--- src/rtl/core/adct8_pkg.sv ---
package adct8_pkg;

	// Default sample and coefficient width
	localparam int SAMPLE_WIDTH_DEF = 16;

	// Width of the a_select register
	localparam int A_SEL_W = 2;

	// Codes of the transform parameter a
	localparam logic [A_SEL_W-1:0] A_ZERO = 2'd0;
	localparam logic [A_SEL_W-1:0] A_HALF = 2'd1;
	localparam logic [A_SEL_W-1:0] A_ONE  = 2'd2;
	localparam logic [A_SEL_W-1:0] A_TWO  = 2'd3;

	// Value of a_select after reset
	localparam logic [A_SEL_W-1:0] A_SEL_RESET = A_ONE;

endpackage

--- src/rtl/core/approx_dct8_butterfly.sv ---
// A column accepted at the input passes through the butterfly b, butterfly c and scaled
// output registers before it is on the outputs; output stalls hold it in place.
// Throughput: one column per cycle while out_stall is low; three register stages (butterfly b, butterfly c,
// scaled output) each advance whenever the stage ahead is empty or moving.
// Reset (arst_n low, asynchronous): pipeline emptied, a_select set to A_ONE (a = 1).
module approx_dct8_butterfly #(
	parameter int SAMPLE_WIDTH = adct8_pkg::SAMPLE_WIDTH_DEF
) (
	input  logic                                clk,
	input  logic                                arst_n,

	input  logic                                cfg_valid,
	output logic                                cfg_ready,
	input  logic [adct8_pkg::A_SEL_W-1:0]       cfg_data,

	input  logic                                in_valid,
	output logic                                in_stall,
	input  logic signed [SAMPLE_WIDTH-1:0]      sample_0,
	input  logic signed [SAMPLE_WIDTH-1:0]      sample_1,
	input  logic signed [SAMPLE_WIDTH-1:0]      sample_2,
	input  logic signed [SAMPLE_WIDTH-1:0]      sample_3,
	input  logic signed [SAMPLE_WIDTH-1:0]      sample_4,
	input  logic signed [SAMPLE_WIDTH-1:0]      sample_5,
	input  logic signed [SAMPLE_WIDTH-1:0]      sample_6,
	input  logic signed [SAMPLE_WIDTH-1:0]      sample_7,

	output logic                                out_valid,
	input  logic                                out_stall,
	output logic signed [SAMPLE_WIDTH-1:0]      coef_0,
	output logic signed [SAMPLE_WIDTH-1:0]      coef_1,
	output logic signed [SAMPLE_WIDTH-1:0]      coef_2,
	output logic signed [SAMPLE_WIDTH-1:0]      coef_3,
	output logic signed [SAMPLE_WIDTH-1:0]      coef_4,
	output logic signed [SAMPLE_WIDTH-1:0]      coef_5,
	output logic signed [SAMPLE_WIDTH-1:0]      coef_6,
	output logic signed [SAMPLE_WIDTH-1:0]      coef_7
);

	localparam int W = SAMPLE_WIDTH;

	logic [adct8_pkg::A_SEL_W-1:0] a_sel_q;

	logic valid_s1, valid_s2, valid_s3;
	logic adv1, adv2, adv3;

	logic signed [W-1:0] b0_s1, b1_s1, b2_s1, b3_s1, b4_s1, b5_s1, b6_s1, b7_s1;
	logic signed [W-1:0] c0_s2, c1_s2, c2_s2, c3_s2, c6_s2, c7_s2, b4_s2, b5_s2;
	logic signed [W-1:0] c0_s3, c1_s3, c2_s3, c3_s3, c4_s3, c5_s3, c6_s3, c7_s3;

	logic [W-1:0] sc2, sc3;

	// Config register, always ready
	assign cfg_ready = 1'b1;

	always_ff @(posedge clk or negedge arst_n) begin
		if (!arst_n) begin
			a_sel_q <= adct8_pkg::A_SEL_RESET;
		end else if (cfg_valid && cfg_ready) begin
			a_sel_q <= cfg_data;
		end
	end

	// Stage advance: a stage moves when empty or when the next one moves
	assign adv3     = !valid_s3 || !out_stall;
	assign adv2     = !valid_s2 || adv3;
	assign adv1     = !valid_s1 || adv2;
	assign in_stall = !adv1;

	always_ff @(posedge clk or negedge arst_n) begin
		if (!arst_n) begin
			valid_s1 <= 1'b0;
			valid_s2 <= 1'b0;
			valid_s3 <= 1'b0;
		end else begin
			if (adv1) valid_s1 <= in_valid;
			if (adv2) valid_s2 <= valid_s1;
			if (adv3) valid_s3 <= valid_s2;
		end
	end

	// Stage 1: first butterfly, pair sums and differences
	always_ff @(posedge clk) begin
		if (adv1 && in_valid) begin
			b0_s1 <= sample_0 + sample_7;
			b1_s1 <= sample_1 + sample_6;
			b2_s1 <= sample_2 + sample_5;
			b3_s1 <= sample_3 + sample_4;
			b4_s1 <= sample_3 - sample_4;
			b5_s1 <= sample_2 - sample_5;
			b6_s1 <= sample_1 - sample_6;
			b7_s1 <= sample_0 - sample_7;
		end
	end

	// Stage 2: second butterfly
	always_ff @(posedge clk) begin
		if (adv2 && valid_s1) begin
			c0_s2 <= b0_s1 + b3_s1;
			c1_s2 <= b1_s1 + b2_s1;
			c2_s2 <= b1_s1 - b2_s1;
			c3_s2 <= b0_s1 - b3_s1;
			c6_s2 <= b6_s1 + b7_s1;
			c7_s2 <= b7_s1 - b6_s1;
			b4_s2 <= b4_s1;
			b5_s2 <= b5_s1;
		end
	end

	// Shift-only scaling by a
	adct8_scale #(.W(W)) u_scale_c2 (
		.v   (c2_s2),
		.sel (a_sel_q),
		.y   (sc2)
	);

	adct8_scale #(.W(W)) u_scale_c3 (
		.v   (c3_s2),
		.sel (a_sel_q),
		.y   (sc3)
	);

	// Stage 3: final butterfly and output reorder
	always_ff @(posedge clk) begin
		if (adv3 && valid_s2) begin
			c0_s3 <= c0_s2 + c1_s2;
			c1_s3 <= c6_s2;
			c2_s3 <= signed'(sc2);
			c3_s3 <= b5_s2;
			c4_s3 <= c0_s2 - c1_s2;
			c5_s3 <= b4_s2;
			c6_s3 <= c7_s2;
			c7_s3 <= signed'(sc3) - c2_s2;
		end
	end

	assign out_valid = valid_s3;
	assign coef_0    = c0_s3;
	assign coef_1    = c1_s3;
	assign coef_2    = c2_s3;
	assign coef_3    = c3_s3;
	assign coef_4    = c4_s3;
	assign coef_5    = c5_s3;
	assign coef_6    = c6_s3;
	assign coef_7    = c7_s3;

	// Input is stalled only when every stage holds a transaction
	a_stall_full: assert property (@(posedge clk) disable iff (!arst_n)
		in_stall |-> (valid_s1 && valid_s2 && valid_s3))
		else $error("in_stall with a bubble in the pipeline");

	// A transaction in stage 2 that moves reaches the output register
	a_s2_moves: assert property (@(posedge clk) disable iff (!arst_n)
		(valid_s2 && adv3) |=> valid_s3)
		else $error("stage 2 transaction lost");

	// A delivered result with nothing behind it leaves the output empty
	a_no_repeat: assert property (@(posedge clk) disable iff (!arst_n)
		(valid_s3 && !out_stall && !valid_s2) |=> !valid_s3)
		else $error("result repeated");

endmodule

--- src/rtl/core/adct8_scale.sv ---
// Multiply a wrapped two's complement value by a in {0, 0.5, 1, 2} with shifts only
module adct8_scale #(
	parameter int W = adct8_pkg::SAMPLE_WIDTH_DEF
) (
	input  logic [W-1:0]                   v,
	input  logic [adct8_pkg::A_SEL_W-1:0]  sel,
	output logic [W-1:0]                   y
);

	// half rounds toward minus infinity; double wraps
	always_comb begin
		unique case (sel)
			adct8_pkg::A_ZERO: y = '0;
			adct8_pkg::A_HALF: y = {v[W-1], v[W-1:1]};
			adct8_pkg::A_ONE:  y = v;
			adct8_pkg::A_TWO:  y = {v[W-2:0], 1'b0};
			default:           y = v;
		endcase
	end

endmodule

--- config.mk ---
export PLATFORM = sky130hd
export DESIGN_NAME = approx_dct8_butterfly
export DESIGN_NICKNAME = d
export VERILOG_FILES = /design/src/rtl/core/adct8_pkg.sv /design/src/rtl/core/approx_dct8_butterfly.sv /design/src/rtl/core/adct8_scale.sv
export SDC_FILE = /design/constraint.sdc
export NUM_CORES = 1
export LEC_CHECK = 0
export BUFFER_PORTS_ARGS = -buffer_cell sky130_fd_sc_hd__buf_4
export CORE_ASPECT_RATIO = 1.5
export CORE_UTILIZATION = 25
export DETAILED_ROUTE_END_ITERATION = 8
export PLACE_DENSITY_LB_ADDON = 0.2
export SLEW_MARGIN = 30
export SYNTH_ARGS = -nofsm -noshare
export SYNTH_HDL_FRONTEND = slang
export SYNTH_SLANG_ARGS = --single-unit
--- constraint.sdc ---
create_clock -name clk -period 9.4 [get_ports clk]
set_clock_uncertainty 0.1 [all_clocks]
set_input_delay 1.41 -clock clk [delete_from_list [all_inputs] [get_ports clk]]
set_output_delay 1.41 -clock clk [all_outputs]
set_load 0.03 [all_outputs]
==> run_results.csv <==
group,metric,value,unit
run_status,outcome,"finished, final reports clean",
global_route,grt_pass1_wl,113.4,mm
floorplanning,io_pins,266,
routing,routedWlPerCell,19.36,um
finish,fin_util,30.10,%
clock_tree,post_cts_buffers,0,
clock_tree,clk_latency,0.59,ns
global_route,grt_util_met2,27.25,%
placement,placed_area,28300,um2
yosys,synth_area,25020,um2
yosys,synth-seq-cells,380,
floorplanning,die_y,389.4,um
pwr,p_leak,12.01,nW
yosys,post-synth-top-count-cell,"edfxtp_1",
setup_path,path_max_fanout,32,
routing,vias,18360,
yosys,synth-xor-area-share,7.527,%
flow_run,drv_cap,0,
yosys,yosys.cell_types.count,84,
yosys,synth_fp_nets,2771,
yosys,synth_top_family_by_area,"compound AO/OA/AOI/OAI gates",
clock_tree,post_cts_resized,0,
yosys,synth-main-ff-cell,"edfxtp_1",
clock_tree,clockBufferDepth,3,
yosys,async_reset_ff_share,1.316,%
hold_path,hold_path_class,"reg -> reg",
pwr,total_power,7.340,mW
timing,setup_viol_count_final,0,
finish,multiInputGateArea,12300,um2
setup_path,cp-end-kind,"flip-flop",
floorplanning,die_w,260.3,um
placement,dp.cells,3827,
floorplanning,rows,141,
clock_tree,cts_made_buffers,42,
clock_tree,cts.clk_slew.worst_paths,0.07,ns
yosys,yosys-top-cells-count,"edfxtp_1 (375), ha_1 (255), inv_1 (253)",
clock_tree,cts-root-buf,"clkbuf_16",
timing,final_max_slew_viol_count,0,
yosys,synth_compound_area_share,15.54,%
clock_tree,cts_hold_buffers,0,
global_route,grt_usage,14.65,%
timing,min_period_over_period,40.22,%
yosys,yosysSeqAreaShare,45.51,%
yosys,yosys_warnings,0,
timing,slew_headroom,40.97,%
yosys,synthTopCellsByArea,"edfxtp_1 (45%), ha_1 (13%), xnor2_1 (5.9%)",
setup_path,cp-start-kind,"flip-flop",
yosys,syn_inst,2364,
global_route,grt_pass1_vias,18680,
timing,worst_slew_pin_slew,0.8824,ns
global_route,met3_usage,2.446,%
pwr,vdd_ir_drop_max,0.0001184,V
floorplanning,start_util,25.32,%
timing,clock.fmax,264.5,MHz
clock_tree,cts_tree,"done",
finish,ff_latch_area,11390,um2
routing,routed_wl,75.57,mm
yosys,yosys.area_share.adder,14.11,%
setup_path,ff2ff_setup_slack,5.62,ns
finish,design_area,29730,um2
routing,drt_first_pass_iters,6,
pwr,p_per_area,246.8,nW/um2
global_route,grt_max_degree,127,
routing,postRouteAntennaNets,0,
routing,avgViaCountPerCell,4.702,
routing,drc,0,
global_route,antenna_found_initial,2,
global_route,grt-ovfl-total,0,
finish,nNetsFinal,2993,
timing,min_period,3.781,ns
global_route,grt_use_met1,16.61,%
yosys,yosysTopAreaCell,"edfxtp_1",
placement,io_buffers,264,
yosys,synth_edf_count,375,
finish,final_cells,3904,
timing,rsz0062_at_grt,"no",
floorplanning,dieArea,101400,um2
routing,drt_iter0_drc,1317,
placement,place.gp.congestion,0.8734,
yosys,synth.top_cell.area_share,45.01,%
clock_tree,cts.htree.levels,2,
timing,timing_hold_violations_final,0,
global_route,grt.busiest_layer,"met2",
setup_path,worstSetupPathType,"reg -> reg",
yosys,synthMuxAreaShare,1.040,%
finish,fillers,10200,
timing,tns,0,ns
placement,dpl.hpwl,60.23,mm
yosys,synth_simple_gate_area_share,10.83,%
finish,area_growth,18.84,%
yosys,avgSynthCellArea,10.58,um2
floorplanning,coreArea,98790,um2
finish,drive_above_1_share,14.68,%
clock_tree,numClockSinks,380,
setup_path,required,9.62,ns
setup_path,critPathArrivalTime,4.00,ns
[placed cells by master (no fill, tap or decap), types with 45 or more instances in the layout]
cell type,synthesis,final
edfxtp_1,375,375
buf_4,4,267
ha_1,255,255
inv_1,253,253
nor2_1,196,196
xnor2_1,169,169
a21oi_1,154,154
o21ai_0,101,101
nand2_1,74,74
nor2b_1,66,65
xor2_1,46,46
nand2b_1,45,45
[layout make-up]
cell class | count | area share (%)
Timing Repair Buffer | 271 | 7.006
Sequential cell | 380 | 38.30
Clock inverter | 30 | 1.023
Clock buffer | 44 | 3.632
Multi-Input combinational cell | 1634 | 41.37
Inverter | 257 | 3.244
Tap cell | 1287 | 5.416
Antenna cell | 1 | 0.008416
[critical path, stage by stage, from the launching register on]
cell	delay (ns)
dfstp_2	0.90
nor2b_2	0.21
buf_4	0.26
a22oi_1	0.23
ha_1	0.19
inv_1	0.06
fa_1	0.45
a21oi_1	0.24
o21ai_0	0.15
a21oi_1	0.32
o21bai_1	0.18
nand4b_1	0.12
o211ai_1	0.09
[layer usage]
layer / vias up / wire, um
li1: 8917 / -
met1: 8820 / 29940
met2: 509 / 39650
met3: 108 / 3605
met4: 2 / 2366
met5: - / 12
[power breakdown]
group          leakage, nW  internal, mW  switching, mW  total (mW)
logic                 7.67          1.13           1.85        2.97
clock network        0.674         0.977          0.735        1.71
registers             3.67          2.45          0.209        2.66
total                 12.0          4.55           2.79        7.34
[per-stage QoR]
step / hold slack [ns] / worst slack [ns]
2_1_floorplan: 0.3003 / 1.587
3_3_place_gp: 0.3009 / 5.394
3_5_place_dp: 0.3045 / 5.406
4_1_cts: 0.3057 / 5.614
5_1_grt: 0.3098 / 5.221
6_report: 0.2994 / 5.619
[path summary, 6_finish.rpt]
path | to | from | cells past startpoint
setup / recovery | coef_7[14] | a_sel_q[1] | 12
hold / removal | coef_1[12] | c6_s2[12] | 0
setup reg to reg | coef_7[14] | a_sel_q[1] | 12
hold reg to reg | coef_1[12] | c6_s2[12] | 0
max in group asynchronous | a_sel_q[1] | arst_n | 1
min in group asynchronous | out_valid | arst_n | 1
[flip-flops by register name (all words and copies together), names as in the netlist, 16 cells and up]
register  flops
b2_s1        16
b3_s1        16
b5_s2        16
b1_s1        16
coef_5       16
coef_7       16
coef_3       16
c2_s2        16
b0_s1        16
coef_1       16
coef_0       16
c3_s2        16
b4_s2        16
coef_2       16
c6_s2        16
[cell families (layout without fill, tap and decap cells)]
| family | Yosys count | after routing |
|---|---|---|
| AOI/OAI and AO/OA | 577 | 577 |
| muxes | 24 | 24 |
| adders and majority gates | 272 | 272 |
| other | 1 | 2 |
| and+or+nand+nor | 545 | 545 |
| buffers and inverters | 350 | 602 |
| xor gates and xnor gates | 215 | 215 |
| DFF | 380 | 380 |
Note: power is estimated with default switching activity, not from simulation.
